`src/rtl/core/assert_macros.svh`:
```
// Assertion helpers shared by the RTL.
`ifndef ASSERT_MACROS_SVH
`define ASSERT_MACROS_SVH
`ifndef SYNTHESIS
`define ASSERT_IMPLY(lbl, clk, rst_n, ante, cons) \
    lbl: assert property (@(posedge clk) disable iff (!rst_n) (ante) |-> (cons)) \
        else $error("implication check failed");
`define ASSERT_NEVER(lbl, clk, rst_n, expr) \
    lbl: assert property (@(posedge clk) disable iff (!rst_n) !(expr)) \
        else $error("forbidden condition seen");
`else
`define ASSERT_IMPLY(lbl, clk, rst_n, ante, cons)
`define ASSERT_NEVER(lbl, clk, rst_n, expr)
`endif
`endif

```
`src/rtl/core/sfr_pkg.sv`:
```
package sfr_pkg;

    localparam int MAX_PAYLOAD_DEF = 32;
    localparam int QUEUE_DEPTH     = 2;
    localparam int CFG_ADDR_W      = 4;

    localparam logic [2:0] ST_OK        = 3'd0;
    localparam logic [2:0] ST_BAD_START = 3'd1;
    localparam logic [2:0] ST_ZERO_LEN  = 3'd2;
    localparam logic [2:0] ST_WRONG_CMD = 3'd3;
    localparam logic [2:0] ST_BAD_SUM   = 3'd4;
    localparam logic [2:0] ST_TIMEOUT   = 3'd5;
    localparam logic [2:0] ST_TOO_LONG  = 3'd6;

    localparam logic [1:0] REG_START_BYTE = 2'd0;
    localparam logic [1:0] REG_EXP_CMD    = 2'd1;
    localparam logic [1:0] REG_TIMEOUT    = 2'd2;

    localparam logic [7:0]  START_BYTE_RST = 8'd22;
    localparam logic [7:0]  EXP_CMD_RST    = 8'd0;
    localparam logic [15:0] TIMEOUT_RST    = 16'd1000;

    localparam logic REQ_BYTE = 1'b0;
    localparam logic REQ_TICK = 1'b1;

    typedef struct packed {
        logic       req_type;
        logic [7:0] rx_byte;
    } t_in_req;

    typedef struct packed {
        logic [2:0] status;
        logic [7:0] data_byte;
        logic [4:0] byte_index;
        logic [5:0] payload_length;
        logic       last;
    } t_out_resp;

endpackage

```
`src/rtl/core/sensor_frame_receiver.sv`:
```
// Byte-serial frame receiver: start, length, command, payload, checksum.
// Request channel (i_valid/o_ready/i_req): one received byte or one tick
// per request. Response channel (o_valid/i_ready/o_resp): one response per
// error, or one per payload byte of a good frame (last marks the final one).
// A good frame with an empty payload gives a single response of length zero.
// The front parser takes one request per cycle while it has queue room; it
// holds off payload and checksum bytes while the response engine still
// drains an earlier frame, since both share the payload store.
// An error response goes through the queue, then the output register; a good
// frame's checksum byte queues it, then each payload byte in turn takes a store
// read, then an output register load.
// Reset clears the parser (hunting for a start byte), the tick count, the
// queue and the output valid flag and loads the register defaults.
// A stalled response holds in the output register; the queue of two entries
// keeps the parser running until it fills.
// Registers over APB at 0x0 start byte, 0x4 command, 0x8 timeout ticks.
`include "assert_macros.svh"

module sensor_frame_receiver
    import sfr_pkg::*;
#(
    parameter int MAX_PAYLOAD = MAX_PAYLOAD_DEF
) (
    input  logic                  i_clk,
    input  logic                  i_rst_n,
    input  logic                  i_valid,
    output logic                  o_ready,
    input  t_in_req               i_req,
    output logic                  o_valid,
    input  logic                  i_ready,
    output t_out_resp             o_resp,
    input  logic                  psel,
    input  logic                  penable,
    input  logic                  pwrite,
    input  logic [CFG_ADDR_W-1:0] paddr,
    input  logic [31:0]           pwdata,
    output logic [31:0]           prdata,
    output logic                  pready
);

    localparam int CW    = $clog2(MAX_PAYLOAD + 1);
    localparam int AW    = (MAX_PAYLOAD > 1) ? $clog2(MAX_PAYLOAD) : 1;
    localparam int CMD_W = 3 + CW;

    logic [7:0]  r_start_byte;
    logic [7:0]  r_exp_cmd;
    logic [15:0] r_timeout;

    logic             q_push;
    logic             q_pop;
    logic             q_full;
    logic             q_empty;
    logic [CMD_W-1:0] q_in;
    logic [CMD_W-1:0] q_out;
    logic [2:0]       cmd_status;
    logic [CW-1:0]    cmd_count;
    logic             wr_en;
    logic [AW-1:0]    wr_addr;
    logic [7:0]       wr_data;
    logic             back_busy;
    logic             cfg_wr;

    assign pready = 1'b1;
    assign cfg_wr = psel && penable && pwrite && pready;
    assign q_in   = {cmd_status, cmd_count};

    always_ff @(posedge i_clk) begin
        if (!i_rst_n) begin
            r_start_byte <= START_BYTE_RST;
            r_exp_cmd    <= EXP_CMD_RST;
            r_timeout    <= TIMEOUT_RST;
        end else if (cfg_wr) begin
            case (paddr[3:2])
                REG_START_BYTE: r_start_byte <= pwdata[7:0];
                REG_EXP_CMD:    r_exp_cmd    <= pwdata[7:0];
                REG_TIMEOUT:    r_timeout    <= pwdata[15:0];
                default: begin
                end
            endcase
        end
    end

    always_comb begin
        case (paddr[3:2])
            REG_START_BYTE: prdata = {24'd0, r_start_byte};
            REG_EXP_CMD:    prdata = {24'd0, r_exp_cmd};
            REG_TIMEOUT:    prdata = {16'd0, r_timeout};
            default:        prdata = '0;
        endcase
    end

    sfr_front #(
        .MAX_PAYLOAD (MAX_PAYLOAD),
        .CW          (CW),
        .AW          (AW)
    ) u_front (
        .i_clk        (i_clk),
        .i_rst_n      (i_rst_n),
        .i_valid      (i_valid),
        .o_ready      (o_ready),
        .i_req        (i_req),
        .i_start_byte (r_start_byte),
        .i_exp_cmd    (r_exp_cmd),
        .i_timeout    (r_timeout),
        .i_q_full     (q_full),
        .i_store_busy (!q_empty || back_busy),
        .o_push       (q_push),
        .o_cmd_status (cmd_status),
        .o_cmd_count  (cmd_count),
        .o_wr_en      (wr_en),
        .o_wr_addr    (wr_addr),
        .o_wr_data    (wr_data)
    );

    sfr_queue #(
        .WIDTH (CMD_W),
        .DEPTH (QUEUE_DEPTH)
    ) u_queue (
        .i_clk   (i_clk),
        .i_rst_n (i_rst_n),
        .i_push  (q_push),
        .i_data  (q_in),
        .i_pop   (q_pop),
        .o_data  (q_out),
        .o_full  (q_full),
        .o_empty (q_empty)
    );

    sfr_back #(
        .MAX_PAYLOAD (MAX_PAYLOAD),
        .CW          (CW),
        .AW          (AW)
    ) u_back (
        .i_clk        (i_clk),
        .i_rst_n      (i_rst_n),
        .i_cmd_valid  (!q_empty),
        .i_cmd_status (q_out[CMD_W-1:CW]),
        .i_cmd_count  (q_out[CW-1:0]),
        .o_cmd_pop    (q_pop),
        .i_wr_en      (wr_en),
        .i_wr_addr    (wr_addr),
        .i_wr_data    (wr_data),
        .o_busy       (back_busy),
        .o_valid      (o_valid),
        .i_ready      (i_ready),
        .o_resp       (o_resp)
    );

    `ASSERT_NEVER(a_store_write_busy, i_clk, i_rst_n, wr_en && (back_busy || !q_empty))
    `ASSERT_NEVER(a_queue_overflow, i_clk, i_rst_n, q_push && q_full)
    `ASSERT_IMPLY(a_pop_has_entry, i_clk, i_rst_n, q_pop, !q_empty)

endmodule

```
`src/rtl/core/sfr_queue.sv`:
```
module sfr_queue
    import sfr_pkg::*;
#(
    parameter int WIDTH = 8,
    parameter int DEPTH = QUEUE_DEPTH
) (
    input  logic             i_clk,
    input  logic             i_rst_n,
    input  logic             i_push,
    input  logic [WIDTH-1:0] i_data,
    input  logic             i_pop,
    output logic [WIDTH-1:0] o_data,
    output logic             o_full,
    output logic             o_empty
);

    localparam int PTR_W = (DEPTH > 1) ? $clog2(DEPTH) : 1;
    localparam int CNT_W = $clog2(DEPTH + 1);

    logic [WIDTH-1:0] r_mem [DEPTH];
    logic [PTR_W-1:0] r_wptr;
    logic [PTR_W-1:0] r_rptr;
    logic [CNT_W-1:0] r_cnt;
    logic             do_push;
    logic             do_pop;

    assign o_full  = (r_cnt == CNT_W'(DEPTH));
    assign o_empty = (r_cnt == '0);
    assign o_data  = r_mem[r_rptr];
    assign do_push = i_push && !o_full;
    assign do_pop  = i_pop && !o_empty;

    always_ff @(posedge i_clk) begin
        if (do_push) begin
            r_mem[r_wptr] <= i_data;
        end
    end

    always_ff @(posedge i_clk) begin
        if (!i_rst_n) begin
            r_wptr <= '0;
            r_rptr <= '0;
            r_cnt  <= '0;
        end else begin
            if (do_push) begin
                r_wptr <= (r_wptr == PTR_W'(DEPTH - 1)) ? '0 : r_wptr + 1'b1;
            end
            if (do_pop) begin
                r_rptr <= (r_rptr == PTR_W'(DEPTH - 1)) ? '0 : r_rptr + 1'b1;
            end
            if (do_push && !do_pop) begin
                r_cnt <= r_cnt + 1'b1;
            end else if (do_pop && !do_push) begin
                r_cnt <= r_cnt - 1'b1;
            end
        end
    end

endmodule

```
`src/rtl/core/sfr_front.sv`:
```
module sfr_front
    import sfr_pkg::*;
#(
    parameter int MAX_PAYLOAD = MAX_PAYLOAD_DEF,
    parameter int CW = $clog2(MAX_PAYLOAD + 1),
    parameter int AW = (MAX_PAYLOAD > 1) ? $clog2(MAX_PAYLOAD) : 1
) (
    input  logic          i_clk,
    input  logic          i_rst_n,
    input  logic          i_valid,
    output logic          o_ready,
    input  t_in_req       i_req,
    input  logic [7:0]    i_start_byte,
    input  logic [7:0]    i_exp_cmd,
    input  logic [15:0]   i_timeout,
    input  logic          i_q_full,
    input  logic          i_store_busy,
    output logic          o_push,
    output logic [2:0]    o_cmd_status,
    output logic [CW-1:0] o_cmd_count,
    output logic          o_wr_en,
    output logic [AW-1:0] o_wr_addr,
    output logic [7:0]    o_wr_data
);

    localparam int PW = $clog2(MAX_PAYLOAD + 4);
    localparam int LW = $clog2(MAX_PAYLOAD + 2);
    localparam logic [8:0] LEN_LIMIT = 9'(MAX_PAYLOAD + 1);

    logic [PW-1:0] r_pos;
    logic [LW-1:0] r_len;
    logic [7:0]    r_sum;
    logic [15:0]   r_cnt;

    logic [PW-1:0] n_pos;
    logic [LW-1:0] n_len;
    logic [7:0]    n_sum;
    logic [15:0]   n_cnt;

    logic          accept;
    logic          in_payload;
    logic [16:0]   cnt_inc;
    logic [7:0]    b;
    logic [PW-1:0] slot;

    assign b          = i_req.rx_byte;
    assign accept     = i_valid && o_ready;
    assign o_ready    = !i_q_full && !((r_pos >= PW'(3)) && i_store_busy);
    assign cnt_inc    = {1'b0, r_cnt} + 17'd1;
    assign in_payload = ((PW + 1)'(r_pos) < ((PW + 1)'(r_len) + (PW + 1)'(2)));
    assign slot       = r_pos - PW'(3);
    assign o_wr_addr  = slot[AW-1:0];
    assign o_wr_data  = b;

    always_comb begin
        n_pos        = r_pos;
        n_len        = r_len;
        n_sum        = r_sum;
        n_cnt        = r_cnt;
        o_push       = 1'b0;
        o_cmd_status = ST_OK;
        o_cmd_count  = '0;
        o_wr_en      = 1'b0;
        if (accept) begin
            if (i_req.req_type == REQ_TICK) begin
                if (cnt_inc >= {1'b0, i_timeout}) begin
                    o_push       = 1'b1;
                    o_cmd_status = ST_TIMEOUT;
                end else begin
                    n_cnt = cnt_inc[15:0];
                end
            end else if (r_pos == PW'(0)) begin
                if (b != i_start_byte) begin
                    o_push       = 1'b1;
                    o_cmd_status = ST_BAD_START;
                end else begin
                    n_sum = b;
                    n_pos = PW'(1);
                end
            end else if (r_pos == PW'(1)) begin
                if (b == 8'd0) begin
                    o_push       = 1'b1;
                    o_cmd_status = ST_ZERO_LEN;
                end else if ({1'b0, b} > LEN_LIMIT) begin
                    o_push       = 1'b1;
                    o_cmd_status = ST_TOO_LONG;
                end else begin
                    n_len = LW'(b);
                    n_sum = r_sum + b;
                    n_pos = PW'(2);
                end
            end else if (r_pos == PW'(2)) begin
                if (b != i_exp_cmd) begin
                    o_push       = 1'b1;
                    o_cmd_status = ST_WRONG_CMD;
                end else begin
                    n_sum = r_sum + b;
                    n_pos = PW'(3);
                end
            end else if (in_payload) begin
                o_wr_en = 1'b1;
                n_sum   = r_sum + b;
                n_pos   = r_pos + 1'b1;
            end else begin
                o_push = 1'b1;
                if ((8'd0 - r_sum) != b) begin
                    o_cmd_status = ST_BAD_SUM;
                end else begin
                    o_cmd_count = CW'(r_len - 1'b1);
                end
            end
            if (o_push) begin
                n_pos = '0;
                n_len = '0;
                n_sum = '0;
                n_cnt = '0;
            end
        end
    end

    always_ff @(posedge i_clk) begin
        if (!i_rst_n) begin
            r_pos <= '0;
            r_len <= '0;
            r_sum <= '0;
            r_cnt <= '0;
        end else begin
            r_pos <= n_pos;
            r_len <= n_len;
            r_sum <= n_sum;
            r_cnt <= n_cnt;
        end
    end

endmodule

```
`src/rtl/core/sfr_back.sv`:
```
module sfr_back
    import sfr_pkg::*;
#(
    parameter int MAX_PAYLOAD = MAX_PAYLOAD_DEF,
    parameter int CW = $clog2(MAX_PAYLOAD + 1),
    parameter int AW = (MAX_PAYLOAD > 1) ? $clog2(MAX_PAYLOAD) : 1
) (
    input  logic          i_clk,
    input  logic          i_rst_n,
    input  logic          i_cmd_valid,
    input  logic [2:0]    i_cmd_status,
    input  logic [CW-1:0] i_cmd_count,
    output logic          o_cmd_pop,
    input  logic          i_wr_en,
    input  logic [AW-1:0] i_wr_addr,
    input  logic [7:0]    i_wr_data,
    output logic          o_busy,
    output logic          o_valid,
    input  logic          i_ready,
    output t_out_resp     o_resp
);

    localparam int XW = (CW > 6) ? CW : 6;

    typedef enum logic [1:0] {
        S_IDLE,
        S_READ,
        S_SEND
    } t_state;

    t_state        r_state;
    logic          r_out_valid;
    t_out_resp     r_out;
    logic [CW-1:0] r_idx;
    logic [CW-1:0] r_n;
    logic [7:0]    r_rd;
    logic [7:0]    r_store [MAX_PAYLOAD];

    logic          out_free;
    logic          out_load;
    logic          is_last;
    logic [XW-1:0] idx_x;
    logic [XW-1:0] n_x;

    assign out_free  = !r_out_valid || i_ready;
    assign o_cmd_pop = i_cmd_valid && (r_state == S_IDLE)
                       && ((i_cmd_count != '0) || out_free);
    assign out_load  = ((r_state == S_IDLE) && o_cmd_pop && (i_cmd_count == '0))
                       || ((r_state == S_SEND) && out_free);
    assign is_last   = (CW'(r_idx + 1'b1) == r_n);
    assign idx_x     = XW'(r_idx);
    assign n_x       = XW'(r_n);
    assign o_busy    = (r_state != S_IDLE);
    assign o_valid   = r_out_valid;
    assign o_resp    = r_out;

    always_ff @(posedge i_clk) begin
        if (i_wr_en) begin
            r_store[i_wr_addr] <= i_wr_data;
        end
        r_rd <= r_store[r_idx[AW-1:0]];
    end

    always_ff @(posedge i_clk) begin
        if (!i_rst_n) begin
            r_state     <= S_IDLE;
            r_out_valid <= 1'b0;
        end else begin
            if (out_load) begin
                r_out_valid <= 1'b1;
            end else if (r_out_valid && i_ready) begin
                r_out_valid <= 1'b0;
            end
            case (r_state)
                S_IDLE: begin
                    if (o_cmd_pop) begin
                        if (i_cmd_count == '0) begin
                            r_out.status         <= i_cmd_status;
                            r_out.data_byte      <= '0;
                            r_out.byte_index     <= '0;
                            r_out.payload_length <= '0;
                            r_out.last           <= 1'b1;
                        end else begin
                            r_n     <= i_cmd_count;
                            r_idx   <= '0;
                            r_state <= S_READ;
                        end
                    end
                end
                S_READ: begin
                    r_state <= S_SEND;
                end
                S_SEND: begin
                    if (out_free) begin
                        r_out.status         <= ST_OK;
                        r_out.data_byte      <= r_rd;
                        r_out.byte_index     <= idx_x[4:0];
                        r_out.payload_length <= n_x[5:0];
                        r_out.last           <= is_last;
                        r_idx                <= r_idx + 1'b1;
                        r_state              <= is_last ? S_IDLE : S_READ;
                    end
                end
                default: begin
                    r_state <= S_IDLE;
                end
            endcase
        end
    end

endmodule

```
`config.mk`:
```
export PLATFORM = sky130hd
export DESIGN_NAME = sensor_frame_receiver
export DESIGN_NICKNAME = d
export VERILOG_FILES = /design/src/rtl/core/sfr_pkg.sv /design/src/rtl/core/sensor_frame_receiver.sv /design/src/rtl/core/sfr_queue.sv /design/src/rtl/core/sfr_front.sv /design/src/rtl/core/sfr_back.sv
export VERILOG_INCLUDE_DIRS = /design/src /design/src/rtl/core
export SDC_FILE = /design/constraint.sdc
export NUM_CORES = 1
export LEC_CHECK = 0
export ABC_AREA = 1
export BUFFER_PORTS_ARGS = -buffer_cell sky130_fd_sc_hd__clkbuf_2
export CORE_MARGIN = 1
export CORE_UTILIZATION = 40
export DETAILED_ROUTE_END_ITERATION = 10
export SETUP_SLACK_MARGIN = 0.02
export SYNTH_ARGS = -nofsm -noshare
export SYNTH_HDL_FRONTEND = slang
export SYNTH_SLANG_ARGS = --single-unit
export TNS_END_PERCENT = 50
```
`constraint.sdc`:
```
create_clock -name i_clk -period 3.6 [get_ports i_clk]
set_input_delay 0.18 -clock i_clk [delete_from_list [all_inputs] [get_ports i_clk]]
set_output_delay 0.18 -clock i_clk [all_outputs]
set_load 0.02 [all_outputs]
```
==> summary.md <==
| Metric | Value |
|---|---|
| Vias in the first global route | 12287 |
| Hold Vio Cnt, Final | 0 |
| Largest net degree at the start of global routing | roughly 130 |
| Max Freq | between 0.3 and 0.4 GHz |
| Grt ovf | 0 |
| Cts bufs inserted | 43 |
| Power per cell area | around 730 nW/um^2 |
| Crit path max-delay cell type | dfxtp_4 |
| Hold Path End | u_back.r_store[25][3]$_DFFE_PP_ |
| Max-Cap Viols | 0 |
| Std-Cell Rows | 76 |
| Outcome | completed |
| Setup violations, final | 0 |
| All-Layer GR Usage | between 20% and 30% |
| Worst r2r dst | u_queue.r_cnt[1]$_SDFFE_PN0P_ |
| Final Wtd Congestion | 0.8354 |
| Post-Place Worst Slack | 0.01436 ns |
| WS Path Type | register to register |
| Antenna Cells | 0 |
| Slew HR | roughly 48% |
| Commonest cells after routing, fill and taps aside | nor2_1, edfxtp_1, nand2_1 |
| Initial Utilization | roughly two fifths |
| Vias | 12937 |
| Mean post-synth cell area | ~10 sq um |
| Hold path cells | 1 |
| Clk Latency, worst-skew pair | roughly 0.57 ns |
| Core area | ~43000 sq um |
| Die Ht | around 210 um |
| Port Buffer Count | 74 |
| Final nets | 1994 |
| Detailed-route DRC error count | 0 |
| Deepest clock path buffer count | 3 |
| Main synth FF type | edfxtp_1 |
| Routed Antenna Nets | 0 |
| Die Area | approximately 45000 sq um |
| Leading cell type in the layout, fill and taps excluded | nor2_1 |
| Pins over their slew limit | 0 |
| CP most frequent cell | nand2_1 |
| Hold Path Origin | i_req[3] |
| Count of cell types in the netlist | between 40 and 50 |
| Setup Skew | between 0.02 and 0.025 ns |
| Worst reg2reg setup slack | about 0.27 ns |
| Startpoint types | register |
| Critical path fanouts, max | 5 |
| Worst endpoint required time | around 4.1 ns |
| Min-delay worst type | input pin to register |
| CP top delay family | simple AND/OR/NAND/NOR gates |
| Final Worst Setup Slack | 0.2675 ns |
| Layout cells sized above 1 | about an eighth |
| Global-route wire length before repair | a little under 70000 um |
| Final cycle utilization of the critical path | roughly 93% |
| DR WL/cell | 17.66 um |
| Mapped Cells | 1775 |
| Fill cell count | ~4000 |
| IO Count | 110 |
| Synth warnings | 0 |
| Pleak | 7.917 nW |
| Async S/R FF share, synth | 0% |
| CTS tree | yes |
| Critical Path AT | between 3 and 4 ns |
| CP Capture Type | register |
| Crit path cell chain | ha_2 -> nand2_1 -> nor3_2 -> nand3_1 -> inv_1 -> nand3_2 -> nor2_2 -> nand2_1 -> xor2_2 -> ha_1 -> nand2_1 -> nor2_1 -> nand4_1 -> nor3b_2 -> nand2_1 -> inv_2 -> nand2_4 -> nand2_2 -> inv_1 -> ha_1 -> a21oi_2 -> o21ai_1 -> o21ai_1 -> a21oi_1 |
| FF-to-FF path depth | 24 |
| #FFs+latches synth | 393 |
| Final Util | 47.67% |
| # H-tree levels | 2 |
| First DRT Iteration DRCs | 940 |
| Max VDD drop | between 0.3 and 0.4 mV |
| Crit path buffers/inverters | 3 |
| Cell area after synthesis | about 18000 sq um |
| CTS Root Buffer Type | clkbuf_16 |
| Initial antenna violation count | 1 |
| Final HPWL DP | 28820 um |
| Crit path depth | 24 |
| Sequential area share after synthesis | between 60% and 70% |
| Crit path time final | approximately 3.3 ns |
| Max stage delay on crit path | between 0.3 and 0.4 ns |
| Reg-to-reg critical path startpoint | u_front.r_cnt[0]$_SDFFE_PN0P_ |
| Wirelength, routed | roughly 45000 um |
| Vias per cell | 5.132 |
| TritonCTS Sinks | ~400 |
| Die W | between 200 and 250 um |
| DRT Pass-1 Iters | 5 |
| Worst-Margin Slew | ~0.79 ns |
| Syn-to-layout area delta | 16.69% |
| Reg clk slew, reported paths | ~0.06 ns |
| EDFF count, synth | just over 300 |
[registers in the layout (all words and copies together), names as in the netlist, named ones only]
signal          flops
u_front.r_cnt      16
u_front.r_len       6
u_back.n_x          6
r_timeout          16
r_start_byte        8
u_back.r_state      2
u_front.r_pos       6
u_back.r_store    256
u_back.o_resp      23
u_queue.r_cnt       2
r_exp_cmd           8
u_queue.r_mem      18
u_back.r_rd         8
u_front.r_sum       8
u_back.o_valid      1
u_queue.r_wptr      1
u_queue.r_rptr      1
u_back.idx_x        6
[synthesized netlist by cell type, types with 5 or more instances]
cell type / number / area share [%]
inv_2: 5 / 0.11
buf_2: 8 / 0.23
a21oi_1: 69 / 1.9
edfxtp_1: 309 / 52
xor2_1: 34 / 1.7
nand2_1: 255 / 5.4
nand2_2: 8 / 0.28
nor2_1: 339 / 7.2
o22ai_1: 76 / 2.7
inv_1: 115 / 2.4
nor3_1: 14 / 0.39
ha_1: 40 / 2.8
buf_4: 20 / 0.85
o211ai_1: 13 / 0.55
nand3_1: 42 / 1.2
xnor2_1: 22 / 1.1
o31ai_1: 5 / 0.21
nand4_1: 9 / 0.32
clkbuf_1: 65 / 1.4
o21ai_0: 198 / 5.6
dfxtp_1: 84 / 9.5
[stage by stage]
step	setup TNS, ns	cells	hold slack, ns	instance area (sq um)	power, mW
after floorplan	0	1790	0.2789	17810	9.278
after global placement	0	2423	0.3972	19040	10.71
after detailed placement	0	2423	0.4054	19040	10.79
after CTS	0	2520	0.05427	20650	15.22
after global routing	-0.01451	2521	0.05482	20720	16.11
final	0	2521	0.06093	20720	15.15
[how the worst max path moves through the flow]
| stage | start | end | slack (ns) |
|---|---|---|---|
| floorplan | u_front.r_cnt[0]$_SDFFE_PN0P_ | u_queue.r_cnt[1]$_SDFFE_PN0P_ | 0.38 |
| global placement | u_front.r_cnt[0]$_SDFFE_PN0P_ | u_queue.r_cnt[1]$_SDFFE_PN0P_ | 0.05 |
| detailed placement | u_front.r_cnt[0]$_SDFFE_PN0P_ | u_queue.r_cnt[1]$_SDFFE_PN0P_ | 0.01 |
| CTS | u_front.r_cnt[0]$_SDFFE_PN0P_ | u_queue.r_cnt[1]$_SDFFE_PN0P_ | 0.05 |
| global route | u_front.r_cnt[0]$_SDFFE_PN0P_ | u_queue.r_cnt[1]$_SDFFE_PN0P_ | -0.007 |
| finish | u_front.r_cnt[0]$_SDFFE_PN0P_ | u_queue.r_cnt[1]$_SDFFE_PN0P_ | 0.27 |
[per-layer routing]
| layer | vias up | GRT usage [%] | part of all wire [%] |
|---|---|---|---|
| met3 | 78 | 3.603 | 5.9 |
| met4 | 2 | 7.393 | 3.3 |
| met1 | 6144 | 27.12 | 44 |
| met5 | - | 0 | 0.038 |
| li1 | 6328 | - | - |
| met2 | 385 | 32.17 | 47 |
[layout make-up]
| class | instances | area (sq um) | share of cell area [%] |
|---|---|---|---|
| tap | 585 | 732.0 | 3.533 |
| clock buffer | 65 | 1259 | 6.076 |
| timing repair buffer | 165 | 1134 | 5.472 |
| sequential | 393 | 10970 | 52.93 |
| clock inverter | 15 | 176.4 | 0.8516 |
| multi-input combinational | 1174 | 5978 | 28.86 |
| inverter | 124 | 471.7 | 2.277 |
[report_power, final]
part | switching, mW | total (mW) | internal (mW)
sequential | 0.325 | 5.69 | 5.37
combinational | 3.43 | 5.06 | 1.63
clock | 1.80 | 4.40 | 2.59
total | 5.56 | 15.1 | 9.59
[cell families (layout without fill, tap and decap cells)]
group	after synthesis	after routing	synth area share, %
other cells	2	17	0.04230
mux	1	1	0.05638
simple gates	683	683	15.44
flops	393	393	61.74
xor+xnor	56	56	2.763
fa+ha+maj	41	41	2.932
compound gates	376	376	11.76
buf+inv	223	369	5.272
[worst reg2reg max path, delay by kind of cell, from the launching register on]
kind / cells / cell delay, ns
fa+ha+maj: 3 / 0.75
buf+inv: 3 / 0.24
compound gates: 4 / 0.37
xor+xnor: 1 / 0.17
simple gates: 13 / 1.33
flops: 1 / 0.37
[repair_timing]
item                                   CTS  global route
pin swaps                                0             4
buffers inserted                         0             1
endpoints found under the hold margin   34             0
hold buffers                            17             0
resized for setup                        1            19
setup endpoints to repair                1            36
(Power assumes the default switching activity.)
